`src/sv/rlfe_pkg.sv`:
```
// Shared types, constants and helpers for the RGB LED fade engine.
`timescale 1ns / 1ps

package rlfe_pkg;

  // Number of LEDs in the chain and the width of an LED address
  localparam int NUM_LEDS = 16;
  localparam int LED_W    = (NUM_LEDS > 1) ? $clog2(NUM_LEDS) : 1;

  // Width of the fade duration, also the number of divider steps
  localparam int DUR_W = 16;

  // Register reset value
  localparam logic [7:0] INTERVAL_RESET = 8'd50;

  // Transaction kinds
  localparam logic [1:0] KIND_SET  = 2'd0;
  localparam logic [1:0] KIND_FADE = 2'd1;
  localparam logic [1:0] KIND_GET  = 2'd2;
  localparam logic [1:0] KIND_TICK = 2'd3;

  // Channel codes, in frame order
  localparam logic [1:0] CH_G = 2'd0;
  localparam logic [1:0] CH_R = 2'd1;
  localparam logic [1:0] CH_B = 2'd2;

  typedef struct packed {
    logic [7:0] g;
    logic [7:0] r;
    logic [7:0] b;
  } colour_t;

  // One LED's stored state
  typedef struct packed {
    colour_t target;
    colour_t current;
    colour_t step;
  } entry_t;

  // Operands for one step computation
  typedef struct packed {
    logic [7:0]       diff;
    logic [7:0]       interval;
    logic [DUR_W-1:0] dur;
  } div_req_t;

  // Pick one channel of a colour
  function automatic logic [7:0] colour_ch(colour_t c, logic [1:0] ch);
    logic [7:0] v;
    begin
      case (ch)
        CH_G:    v = c.g;
        CH_R:    v = c.r;
        default: v = c.b;
      endcase
      return v;
    end
  endfunction

endpackage

```
`src/sv/rlfe_in_if.sv`:
```
// Input channel: command transactions into the fade engine.
`timescale 1ns / 1ps

interface rlfe_in_if;
  logic        valid;
  logic        ready;
  logic [1:0]  kind;
  logic [7:0]  led_index;
  logic [7:0]  red;
  logic [7:0]  green;
  logic [7:0]  blue;
  logic [15:0] duration_ms;

  modport source (output valid, kind, led_index, red, green, blue, duration_ms,
                  input ready);
  modport sink   (input valid, kind, led_index, red, green, blue, duration_ms,
                  output ready);
endinterface

```
`src/sv/rlfe_out_if.sv`:
```
// Output channel: result transactions from the fade engine.
`timescale 1ns / 1ps

interface rlfe_out_if;
  logic       valid;
  logic       ready;
  logic       status;
  logic [7:0] read_red;
  logic [7:0] read_green;
  logic [7:0] read_blue;
  logic [7:0] frame_byte;
  logic       last;

  modport source (output valid, status, read_red, read_green, read_blue, frame_byte,
                  last, input ready);
  modport sink   (input valid, status, read_red, read_green, read_blue, frame_byte,
                  last, output ready);
endinterface

```
`src/sv/rlfe_cfg_if.sv`:
```
// Configuration channel: writes of the update interval register.
`timescale 1ns / 1ps

interface rlfe_cfg_if;
  logic       valid;
  logic       ready;
  logic [7:0] update_interval_ms;

  modport source (output valid, update_interval_ms, input ready);
  modport sink   (input valid, update_interval_ms, output ready);
endinterface

```
`src/sv/rlfe_ram.sv`:
```
// Generic single-port-write, registered-read RAM holding the LED state.
`timescale 1ns / 1ps

module rlfe_ram #(
  parameter int DEPTH = 16,
  parameter int WIDTH = 72
) (
  input  logic                                      clk_i,
  input  logic                                      we_i,
  input  logic [((DEPTH > 1) ? $clog2(DEPTH) : 1)-1:0] waddr_i,
  input  logic [WIDTH-1:0]                          wdata_i,
  input  logic [((DEPTH > 1) ? $clog2(DEPTH) : 1)-1:0] raddr_i,
  output logic [WIDTH-1:0]                          rdata_o
);

  logic [WIDTH-1:0] mem [DEPTH];
  logic [WIDTH-1:0] rdata_q;

  // Write port
  always_ff @(posedge clk_i) begin
    if (we_i) begin
      mem[waddr_i] <= wdata_i;
    end
  end

  // Read port, registered
  always_ff @(posedge clk_i) begin
    rdata_q <= mem[raddr_i];
  end

  assign rdata_o = rdata_q;

endmodule

```
`src/sv/rlfe_div.sv`:
```
// Iterative step unit: ceil(diff * interval / duration), saturated to 8 bits.
`timescale 1ns / 1ps

module rlfe_div import rlfe_pkg::*; (
  input  logic       clk_i,
  input  logic       rst_ni,
  input  logic       start_i,
  input  div_req_t   req_i,
  output logic       done_o,
  output logic [7:0] step_o
);

  localparam int CNT_W = $clog2(DUR_W + 1);

  logic             busy_q, done_q;
  logic [CNT_W-1:0] cnt_q;
  logic [DUR_W-1:0] quo_q, rem_q, dur_q;
  logic [DUR_W:0]   shifted, trial, ceil_val;

  // One restoring step: bring down the next dividend bit and try a subtract
  assign shifted = {rem_q, quo_q[DUR_W-1]};
  assign trial   = shifted - {1'b0, dur_q};

  // Control
  always_ff @(posedge clk_i or negedge rst_ni) begin
    if (!rst_ni) begin
      busy_q <= 1'b0;
      done_q <= 1'b0;
      cnt_q  <= '0;
    end else if (start_i) begin
      busy_q <= 1'b1;
      done_q <= 1'b0;
      cnt_q  <= CNT_W'(DUR_W);
    end else if (busy_q) begin
      cnt_q <= cnt_q - 1'b1;
      if (cnt_q == CNT_W'(1)) begin
        busy_q <= 1'b0;
        done_q <= 1'b1;
      end
    end else begin
      done_q <= 1'b0;
    end
  end

  // Datapath: product registered at start, then one quotient bit a cycle
  always_ff @(posedge clk_i) begin
    if (start_i) begin
      quo_q <= DUR_W'({8'd0, req_i.diff} * {8'd0, req_i.interval});
      rem_q <= '0;
      dur_q <= req_i.dur;
    end else if (busy_q) begin
      if (!trial[DUR_W]) begin
        rem_q <= trial[DUR_W-1:0];
        quo_q <= {quo_q[DUR_W-2:0], 1'b1};
      end else begin
        rem_q <= shifted[DUR_W-1:0];
        quo_q <= {quo_q[DUR_W-2:0], 1'b0};
      end
    end
  end

  // Round up on any remainder, then clamp
  assign ceil_val = {1'b0, quo_q} + {{DUR_W{1'b0}}, (rem_q != '0)};
  assign step_o   = (ceil_val > (DUR_W + 1)'(255)) ? 8'hFF : ceil_val[7:0];
  assign done_o   = done_q;

endmodule

```
`src/sv/rgb_led_fade_engine.sv`:
```
// RGB LED fade engine, top level: sequencer around the LED state RAM.
// Set and get: result after the read, update and output steps; out of range goes straight to output.
// Fade set: the bit-serial step divider runs once per channel, G, R then B.
// Tick: per LED, one RAM read-modify-write and 3 bytes.
// One transaction at a time. Reset clears per-LED valid bits (LEDs read all zero), no
// clearing pass; the update interval resets to 50.
`timescale 1ns / 1ps

module rgb_led_fade_engine import rlfe_pkg::*; (
  input logic       clk_i,
  input logic       rst_ni,
  rlfe_in_if.sink   in_i,
  rlfe_out_if.source out_o,
  rlfe_cfg_if.sink  cfg_i
);

  localparam logic [3:0] ST_IDLE    = 4'd0;
  localparam logic [3:0] ST_RD      = 4'd1;
  localparam logic [3:0] ST_EXEC    = 4'd2;
  localparam logic [3:0] ST_DSTART  = 4'd3;
  localparam logic [3:0] ST_DIV     = 4'd4;
  localparam logic [3:0] ST_RESP    = 4'd5;
  localparam logic [3:0] ST_TK_RD   = 4'd6;
  localparam logic [3:0] ST_TK_UPD  = 4'd7;
  localparam logic [3:0] ST_TK_EMIT = 4'd8;

  localparam logic [7:0]       IDX_LIMIT = 8'(NUM_LEDS);
  localparam logic [LED_W-1:0] LAST_LED  = LED_W'(NUM_LEDS - 1);

  // Move one channel toward its target by at most its step
  function automatic logic [7:0] step_toward(logic [7:0] cur, logic [7:0] tgt,
                                             logic [7:0] st);
    logic [7:0] gap;
    logic [7:0] res;
    begin
      res = cur;
      if (cur < tgt) begin
        gap = tgt - cur;
        res = cur + ((st < gap) ? st : gap);
      end else if (cur > tgt) begin
        gap = cur - tgt;
        res = cur - ((st < gap) ? st : gap);
      end
      return res;
    end
  endfunction

  // State and transaction registers
  logic [3:0]       state_q, state_d;
  logic [LED_W-1:0] led_q, led_d;
  logic [1:0]       byte_q, byte_d;
  logic [1:0]       ch_q, ch_d;
  logic [7:0]       interval_q;
  logic [1:0]       kind_q;
  logic [LED_W-1:0] idx_q;
  colour_t          col_q;
  logic [DUR_W-1:0] dur_q;
  logic             resp_status_q;
  colour_t          resp_rgb_q;
  colour_t          cur_q, step_q, frame_q;

  // Output register
  logic       out_valid_q, status_q, last_q;
  colour_t    rgb_q;
  logic [7:0] fb_q;

  // RAM and valid bits
  logic [NUM_LEDS-1:0] valid_q;
  logic                rvalid_q;
  logic                ram_we;
  logic [LED_W-1:0]    ram_waddr, ram_raddr;
  entry_t              ram_wdata, rd_raw, rd_entry;

  // Divider
  logic     div_start, div_done;
  logic [7:0] div_step;
  div_req_t div_req;

  // Control strobes
  logic       in_fire, out_free, out_load, resp_ld, cur_ld, step_ld, tk_ld;
  logic       o_status_d, o_last_d;
  colour_t    o_rgb_d, tk_next;
  logic [7:0] o_byte_d, diff_a, diff_b;

  assign in_fire     = in_i.valid && in_i.ready;
  assign in_i.ready  = (state_q == ST_IDLE);
  assign cfg_i.ready = 1'b1;
  assign out_free    = !out_valid_q || out_o.ready;

  rlfe_ram #(
    .DEPTH (NUM_LEDS),
    .WIDTH ($bits(entry_t))
  ) u_ram (
    .clk_i   (clk_i),
    .we_i    (ram_we),
    .waddr_i (ram_waddr),
    .wdata_i (ram_wdata),
    .raddr_i (ram_raddr),
    .rdata_o (rd_raw)
  );

  // Never-written entries read as zero
  assign rd_entry = rvalid_q ? rd_raw : '0;

  // Read address: prefetch next LED while the current one is shifted out
  always_comb begin
    case (state_q)
      ST_TK_RD:   ram_raddr = led_q;
      ST_TK_EMIT: ram_raddr = (led_q == LAST_LED) ? '0 : led_q + 1'b1;
      default:    ram_raddr = idx_q;
    endcase
  end

  // Tick update of all three channels
  assign tk_next.g = step_toward(rd_entry.current.g, rd_entry.target.g, rd_entry.step.g);
  assign tk_next.r = step_toward(rd_entry.current.r, rd_entry.target.r, rd_entry.step.r);
  assign tk_next.b = step_toward(rd_entry.current.b, rd_entry.target.b, rd_entry.step.b);

  // Step operands for the channel in hand
  assign diff_a = colour_ch(col_q, ch_q);
  assign diff_b = colour_ch(cur_q, ch_q);
  assign div_req.diff     = (diff_a > diff_b) ? diff_a - diff_b : diff_b - diff_a;
  assign div_req.interval = interval_q;
  assign div_req.dur      = dur_q;

  rlfe_div u_div (
    .clk_i   (clk_i),
    .rst_ni  (rst_ni),
    .start_i (div_start),
    .req_i   (div_req),
    .done_o  (div_done),
    .step_o  (div_step)
  );

  // Sequencer
  always_comb begin
    state_d    = state_q;
    led_d      = led_q;
    byte_d     = byte_q;
    ch_d       = ch_q;
    ram_we     = 1'b0;
    ram_waddr  = idx_q;
    ram_wdata  = '0;
    div_start  = 1'b0;
    out_load   = 1'b0;
    resp_ld    = 1'b0;
    cur_ld     = 1'b0;
    step_ld    = 1'b0;
    tk_ld      = 1'b0;
    o_status_d = 1'b0;
    o_rgb_d    = '0;
    o_byte_d   = '0;
    o_last_d   = 1'b0;
    unique case (state_q)
      ST_IDLE: begin
        if (in_fire) begin
          if (in_i.kind == KIND_TICK) begin
            led_d   = '0;
            state_d = ST_TK_RD;
          end else if (in_i.led_index >= IDX_LIMIT) begin
            state_d = ST_RESP;
          end else begin
            state_d = ST_RD;
          end
        end
      end
      ST_RD: begin
        state_d = ST_EXEC;
      end
      ST_EXEC: begin
        if (kind_q == KIND_GET) begin
          resp_ld = 1'b1;
          state_d = ST_RESP;
        end else if (kind_q == KIND_SET || dur_q == '0) begin
          ram_we    = 1'b1;
          ram_wdata = '{target: col_q, current: col_q, step: rd_entry.step};
          state_d   = ST_RESP;
        end else begin
          cur_ld  = 1'b1;
          ch_d    = CH_G;
          state_d = ST_DSTART;
        end
      end
      ST_DSTART: begin
        div_start = 1'b1;
        state_d   = ST_DIV;
      end
      ST_DIV: begin
        if (div_done) begin
          step_ld = 1'b1;
          if (ch_q == CH_B) begin
            ram_we    = 1'b1;
            ram_wdata = '{target: col_q, current: cur_q,
                          step: '{g: step_q.g, r: step_q.r, b: div_step}};
            state_d   = ST_RESP;
          end else begin
            ch_d    = ch_q + 1'b1;
            state_d = ST_DSTART;
          end
        end
      end
      ST_RESP: begin
        if (out_free) begin
          out_load   = 1'b1;
          o_status_d = resp_status_q;
          o_rgb_d    = resp_rgb_q;
          o_last_d   = 1'b1;
          state_d    = ST_IDLE;
        end
      end
      ST_TK_RD: begin
        state_d = ST_TK_UPD;
      end
      ST_TK_UPD: begin
        ram_we    = 1'b1;
        ram_waddr = led_q;
        ram_wdata = '{target: rd_entry.target, current: tk_next, step: rd_entry.step};
        tk_ld     = 1'b1;
        byte_d    = '0;
        state_d   = ST_TK_EMIT;
      end
      ST_TK_EMIT: begin
        if (out_free) begin
          out_load = 1'b1;
          o_byte_d = colour_ch(frame_q, byte_q);
          o_last_d = (led_q == LAST_LED) && (byte_q == CH_B);
          if (byte_q == CH_B) begin
            byte_d = '0;
            if (led_q == LAST_LED) begin
              state_d = ST_IDLE;
            end else begin
              led_d   = led_q + 1'b1;
              state_d = ST_TK_UPD;
            end
          end else begin
            byte_d = byte_q + 1'b1;
          end
        end
      end
      default: begin
        state_d = ST_IDLE;
      end
    endcase
  end

  // Control registers
  always_ff @(posedge clk_i or negedge rst_ni) begin
    if (!rst_ni) begin
      state_q     <= ST_IDLE;
      led_q       <= '0;
      byte_q      <= '0;
      ch_q        <= '0;
      interval_q  <= INTERVAL_RESET;
      out_valid_q <= 1'b0;
      valid_q     <= '0;
      rvalid_q    <= 1'b0;
    end else begin
      state_q  <= state_d;
      led_q    <= led_d;
      byte_q   <= byte_d;
      ch_q     <= ch_d;
      rvalid_q <= valid_q[ram_raddr];
      if (cfg_i.valid) begin
        interval_q <= cfg_i.update_interval_ms;
      end
      if (ram_we) begin
        valid_q[ram_waddr] <= 1'b1;
      end
      if (out_load) begin
        out_valid_q <= 1'b1;
      end else if (out_o.ready) begin
        out_valid_q <= 1'b0;
      end
    end
  end

  // Payload registers
  always_ff @(posedge clk_i) begin
    if (in_fire) begin
      kind_q        <= in_i.kind;
      idx_q         <= in_i.led_index[LED_W-1:0];
      col_q         <= '{g: in_i.green, r: in_i.red, b: in_i.blue};
      dur_q         <= in_i.duration_ms;
      resp_status_q <= (in_i.kind != KIND_TICK) && (in_i.led_index >= IDX_LIMIT);
      resp_rgb_q    <= '0;
    end else if (resp_ld) begin
      resp_rgb_q <= rd_entry.target;
    end
    if (cur_ld) begin
      cur_q <= rd_entry.current;
    end
    if (step_ld) begin
      case (ch_q)
        CH_G:    step_q.g <= div_step;
        CH_R:    step_q.r <= div_step;
        default: step_q.b <= div_step;
      endcase
    end
    if (tk_ld) begin
      frame_q <= tk_next;
    end
    if (out_load) begin
      status_q <= o_status_d;
      rgb_q    <= o_rgb_d;
      fb_q     <= o_byte_d;
      last_q   <= o_last_d;
    end
  end

  assign out_o.valid      = out_valid_q;
  assign out_o.status     = status_q;
  assign out_o.read_red   = rgb_q.r;
  assign out_o.read_green = rgb_q.g;
  assign out_o.read_blue  = rgb_q.b;
  assign out_o.frame_byte = fb_q;
  assign out_o.last       = last_q;

  // Checks
  a_ready_drop: assert property (@(posedge clk_i) disable iff (!rst_ni)
    in_fire |=> !in_i.ready)
    else $error("input still ready after a transaction was taken");

  a_no_write_idle: assert property (@(posedge clk_i) disable iff (!rst_ni)
    (state_q == ST_IDLE) |-> !ram_we)
    else $error("RAM written while idle");

  a_div_state: assert property (@(posedge clk_i) disable iff (!rst_ni)
    div_done |-> (state_q == ST_DIV))
    else $error("step unit finished outside a fade set");

  a_byte_range: assert property (@(posedge clk_i) disable iff (!rst_ni)
    byte_q != 2'd3)
    else $error("frame byte counter out of range");

endmodule
```
`src/flat_wrapper.sv`:
```
// flat-port wrapper written by rule: the top's interface ports become plain ports
module rgb_led_fade_engine_flat import rlfe_pkg::*;
  (clk_i, rst_ni, in_i_valid, in_i_kind, in_i_led_index, in_i_red, in_i_green, in_i_blue, in_i_duration_ms, in_i_ready, out_o_valid, out_o_status, out_o_read_red, out_o_read_green, out_o_read_blue, out_o_frame_byte, out_o_last, out_o_ready, cfg_i_valid, cfg_i_update_interval_ms, cfg_i_ready);
  rlfe_in_if in_i_i ();
  rlfe_out_if out_o_i ();
  rlfe_cfg_if cfg_i_i ();
  input logic clk_i;
  input logic rst_ni;
  input wire logic [$bits(in_i_i.valid)-1:0] in_i_valid;
  input wire logic [$bits(in_i_i.kind)-1:0] in_i_kind;
  input wire logic [$bits(in_i_i.led_index)-1:0] in_i_led_index;
  input wire logic [$bits(in_i_i.red)-1:0] in_i_red;
  input wire logic [$bits(in_i_i.green)-1:0] in_i_green;
  input wire logic [$bits(in_i_i.blue)-1:0] in_i_blue;
  input wire logic [$bits(in_i_i.duration_ms)-1:0] in_i_duration_ms;
  output wire logic [$bits(in_i_i.ready)-1:0] in_i_ready;
  output wire logic [$bits(out_o_i.valid)-1:0] out_o_valid;
  output wire logic [$bits(out_o_i.status)-1:0] out_o_status;
  output wire logic [$bits(out_o_i.read_red)-1:0] out_o_read_red;
  output wire logic [$bits(out_o_i.read_green)-1:0] out_o_read_green;
  output wire logic [$bits(out_o_i.read_blue)-1:0] out_o_read_blue;
  output wire logic [$bits(out_o_i.frame_byte)-1:0] out_o_frame_byte;
  output wire logic [$bits(out_o_i.last)-1:0] out_o_last;
  input wire logic [$bits(out_o_i.ready)-1:0] out_o_ready;
  input wire logic [$bits(cfg_i_i.valid)-1:0] cfg_i_valid;
  input wire logic [$bits(cfg_i_i.update_interval_ms)-1:0] cfg_i_update_interval_ms;
  output wire logic [$bits(cfg_i_i.ready)-1:0] cfg_i_ready;
  assign in_i_i.valid = in_i_valid;
  assign in_i_i.kind = in_i_kind;
  assign in_i_i.led_index = in_i_led_index;
  assign in_i_i.red = in_i_red;
  assign in_i_i.green = in_i_green;
  assign in_i_i.blue = in_i_blue;
  assign in_i_i.duration_ms = in_i_duration_ms;
  assign in_i_ready = in_i_i.ready;
  assign out_o_valid = out_o_i.valid;
  assign out_o_status = out_o_i.status;
  assign out_o_read_red = out_o_i.read_red;
  assign out_o_read_green = out_o_i.read_green;
  assign out_o_read_blue = out_o_i.read_blue;
  assign out_o_frame_byte = out_o_i.frame_byte;
  assign out_o_last = out_o_i.last;
  assign out_o_i.ready = out_o_ready;
  assign cfg_i_i.valid = cfg_i_valid;
  assign cfg_i_i.update_interval_ms = cfg_i_update_interval_ms;
  assign cfg_i_ready = cfg_i_i.ready;
  rgb_led_fade_engine u_core (.clk_i(clk_i), .rst_ni(rst_ni), .in_i(in_i_i), .out_o(out_o_i), .cfg_i(cfg_i_i));
endmodule
```
`config.mk`:
```
export PLATFORM = sky130hd
export DESIGN_NAME = rgb_led_fade_engine_flat
export DESIGN_NICKNAME = d
export VERILOG_FILES = /design/src/sv/rlfe_pkg.sv /design/src/sv/rlfe_in_if.sv /design/src/sv/rlfe_out_if.sv /design/src/sv/rlfe_cfg_if.sv /design/src/sv/rlfe_ram.sv /design/src/sv/rlfe_div.sv /design/src/sv/rgb_led_fade_engine.sv /design/src/flat_wrapper.sv
export SDC_FILE = /design/constraint.sdc
export NUM_CORES = 2
export LEC_CHECK = 0
export ABC_AREA = 1
export BUFFER_PORTS_ARGS = -buffer_cell sky130_fd_sc_hd__buf_2
export CAP_MARGIN = 20
export CORE_MARGIN = 4
export CORE_UTILIZATION = 35
export CTS_BUF_LIST = sky130_fd_sc_hd__clkbuf_16
export DETAILED_ROUTE_END_ITERATION = 7
export PLACE_DENSITY = 0.48
export SLEW_MARGIN = 40
export SYNTH_ARGS = -nofsm -noshare
export SYNTH_HDL_FRONTEND = slang
export SYNTH_HIERARCHICAL = 1
export SYNTH_SLANG_ARGS = --single-unit
```
`constraint.sdc`:
```
create_clock -name clk_i -period 7.8 [get_ports clk_i]
set_input_delay 1.56 -clock clk_i [delete_from_list [all_inputs] [get_ports clk_i]]
set_output_delay 1.56 -clock clk_i [all_outputs]
set_load 0.02 [all_outputs]
```
==> results_dict.tcl <==
set metrics [dict create \
    die_area_sq_um 214000 \
    drive_gt1_share_pct 8.37 \
    setup_tns_ps 0 \
    cp_common_cell "inv_1" \
    relSlewSlack_pct 31.3 \
    crit_path_top_delay_cell "fa_1" \
    worst-path-buf-inv 8 \
    placed_cells 10200 \
    cap_violations 0 \
    r2r-start "u_core/ch_q[0]$_DFFE_PN0P_" \
    synthFlopType "edfxtp_1" \
    worstHoldPathCells 0 \
    synth_top_area_share_pct 55.1 \
    synth.largest_area_cell "edfxtp_1" \
    reg2reg_slack_ps 610 \
    hpwl_um 138000 \
    grt_max_degree 207 \
    min_from "u_core/dur_q[2]$_DFFE_PP_" \
    grt_use_total_pct 21.1 \
    post-route-cell-area_sq_um 81900 \
    synth-async-reset-ratio_pct 3.03 \
    wl_per_cell_um 21.8 \
    grt_pass1_vias 49700 \
    postSynthAreaPerCell_sq_um 9.54 \
    cts_made_buffers 163 \
    port_buffers 98 \
    die_w_um 463 \
    via_per_inst 4.92 \
    maxSlewViolCount 0 \
    ys_seq_elements 1486 \
    crit_required_ps 8330 \
    grt.overflow.total 0 \
    worst_slew_pin_slew_ps 1030 \
    start_kind "flip-flop" \
    ant_nets 0 \
    place_congestion 0.901 \
    firstDrtPassIters 8 \
    postPlaceCellArea_sq_um 76700 \
    hold_path.class "flip-flop to flip-flop" \
    die_h_um 463 \
    ys_types 68 \
    clk_pin_slew_worst_paths_ps 60 \
    holdBufCountCts 0 \
    timing.fmax_ghz 0.139 \
    antenna_found_initial 8 \
    core_region_area_sq_um 205000 \
    path_max_fanout 16 \
    finalCritPeriodShare_pct 92.2 \
    fin_crit_ps 7190 \
    crit_start "u_core/ch_q[0]$_DFFE_PN0P_" \
    cts_tree "yes" \
    yosysWarnings 6 \
    initial_utilization_pct 35.3 \
    rsz0062_at_grt "no" \
    routed_wl_um 230000 \
    synth_edf_count 1329 \
    insertion_delay_ps 830 \
    cpPeakStageDelay_ps 510 \
    rr_endpoint "u_core/u_div/quo_q[11]$_DFFE_PP_" \
    netlist_instances 7601 \
    clock_path_buffers 3 \
    num_vias 51900 \
    skew_ps 35.1 \
    grt_pass1_wl_um 339000 \
    drt_iter0_markers 4710 \
    clock-sinks 1486 \
    area_growth_pct 13.0 \
    synthTopCellsByArea "edfxtp_1, nand2_1, inv_1, nand3_1, ha_1" \
    seq_area_frac_synth_pct 59.7 \
    synthesis.area_sq_um 72500 \
    clockRootBuffer "clkbuf_16" \
    crit_end "u_core/u_div/quo_q[11]$_DFFE_PP_" \
    crit_arrival_ps 7720 \
    whs_ps 452 \
    fin_cells 10500 \
    drc_errors 0 \
    h-tree-depth 4 \
    final_hold_viol_count 0 \
    fin_nets 8018 \
    worstRegToRegCells 32 \
    crit_family "adder cells" \
    rows 166 \
    cp.depth 32 \
    setup_violations 0 \
    fillers 20200 \
    status "completed" \
    ios 100 \
    criticalPathCategory "flip-flop to flip-flop" \
    syn_nets 7911 \
    crit_path_end_kind "flip-flop" \
]
area by class of cell:
cell class | instances | area (sq um) | area share [%]
clock buffer | 166 | 4150 | 5.07
sequential | 1486 | 43300 | 52.9
antenna | 2 | 5.00 | 0.00611
tap | 2688 | 3360 | 4.11
inverter | 1407 | 5350 | 6.53
clock inverter | 139 | 838 | 1.02
timing repair buffer | 253 | 2190 | 2.68
multi-input combinational | 4397 | 22700 | 27.7
stage by stage:
| step | utilization (%) | setup slack (ps) |
|---|---|---|
| 2_1_floorplan | - | 1150 |
| 3_3_place_gp | 37.1 | 286 |
| 3_5_place_dp | 37.3 | 286 |
| 4_1_cts | 39.7 | 281 |
| 5_1_grt | 39.9 | 46.3 |
| 6_report | 39.9 | 609 |
worst min path at each step:
stage                                             endpoint  slack, ps
after floorplan             u_core/valid_q[12]$_DFFE_PN0P_        420
after global placement     u_core/u_div/dur_q[2]$_DFFE_PP_        430
after detailed placement  u_core/u_div/dur_q[10]$_DFFE_PP_        440
after CTS                  u_core/u_div/dur_q[2]$_DFFE_PP_        460
after global routing       u_core/u_div/dur_q[2]$_DFFE_PP_        460
final                      u_core/u_div/dur_q[2]$_DFFE_PP_        450
timing repair:
item                                    4_1_cts  5_1_grt
gates resized for setup                       0        7
endpoints found under the setup margin        0        8
setup buffers                                 0        6
flip-flops by register name (all words and copies together) (netlist names), 16 cells and up:
register / flops
u_core/col_q: 24
u_core/cur_q: 24
u_core/dur_q: 16
u_core/frame_q: 24
u_core/resp_rgb_q: 24
u_core/step_q: 16
u_core/u_div/dur_q: 16
u_core/u_div/quo_q: 16
u_core/u_div/rem_q: 16
u_core/u_ram/mem: 1152
u_core/u_ram/rdata_o: 72
u_core/valid_q: 16
worst register-to-register path, delay by kind of cell (launching register included):
kind	cells	cell delay, ps
buf+inv	8	780
mux	1	440
flops	1	380
fa+ha+maj	7	3030
compound gates	9	1520
simple gates	7	780
cells in the mapped netlist (16+ instances only):
cell         n
edfxtp_1  1329
o211ai_1    22
nand4_1     30
inv_1     1380
nor2_1     150
buf_2      178
o21ai_1     16
o21ai_0    208
ha_1       199
nand3_1   1012
xor2_1      53
nand2_2     35
clkbuf_1    68
buf_4       27
dfxtp_1    112
inv_2       24
a21oi_1    161
buf_1       28
dfrtp_1     42
nand2_1   2231
o22ai_1     18
fa_1        48
per-layer routing:
layer / wire, um / up-vias / global-route usage, %
li1: - / 24900 / -
met1: 107000 / 25300 / 29.9
met2: 106000 / 1374 / 34.1
met3: 12300 / 278 / 2.86
met4: 5040 / 0 / 5.20
met5: 0 / - / 0
cells in the final DEF, fill, tap and decap left out, types with 41 or more instances in the layout:
master and count:
dfxtp_1 112, clkbuf_16 166, a21oi_1 161, nand2_1 2229
ha_1 198, xor2_1 52, buf_2 98, fa_1 48
dfrtp_1 41, inv_1 1438, nand3_1 1010, buf_4 110
nor2_1 132, o21ai_0 182, edfxtp_1 1329
cell families (layout without fill, tap and decap cells):
family,count (synthesis),in the layout,share of synthesized area [%]
multiplexers,15,15,0.224
buffers and inverters,1718,1965,9.48
flip-flops,1486,1486,59.7
AND/OR/NAND/NOR,3542,3542,20.8
XOR/XNOR,70,70,0.866
other,1,3,0.00517
adder cells (fa/ha/maj),247,247,4.76
AO/OA/AOI/OAI,522,522,4.14
Power is left out: the tool's default activity adds up to more than one toggle a clock period on the data nets, which glitch-free logic cannot reach.
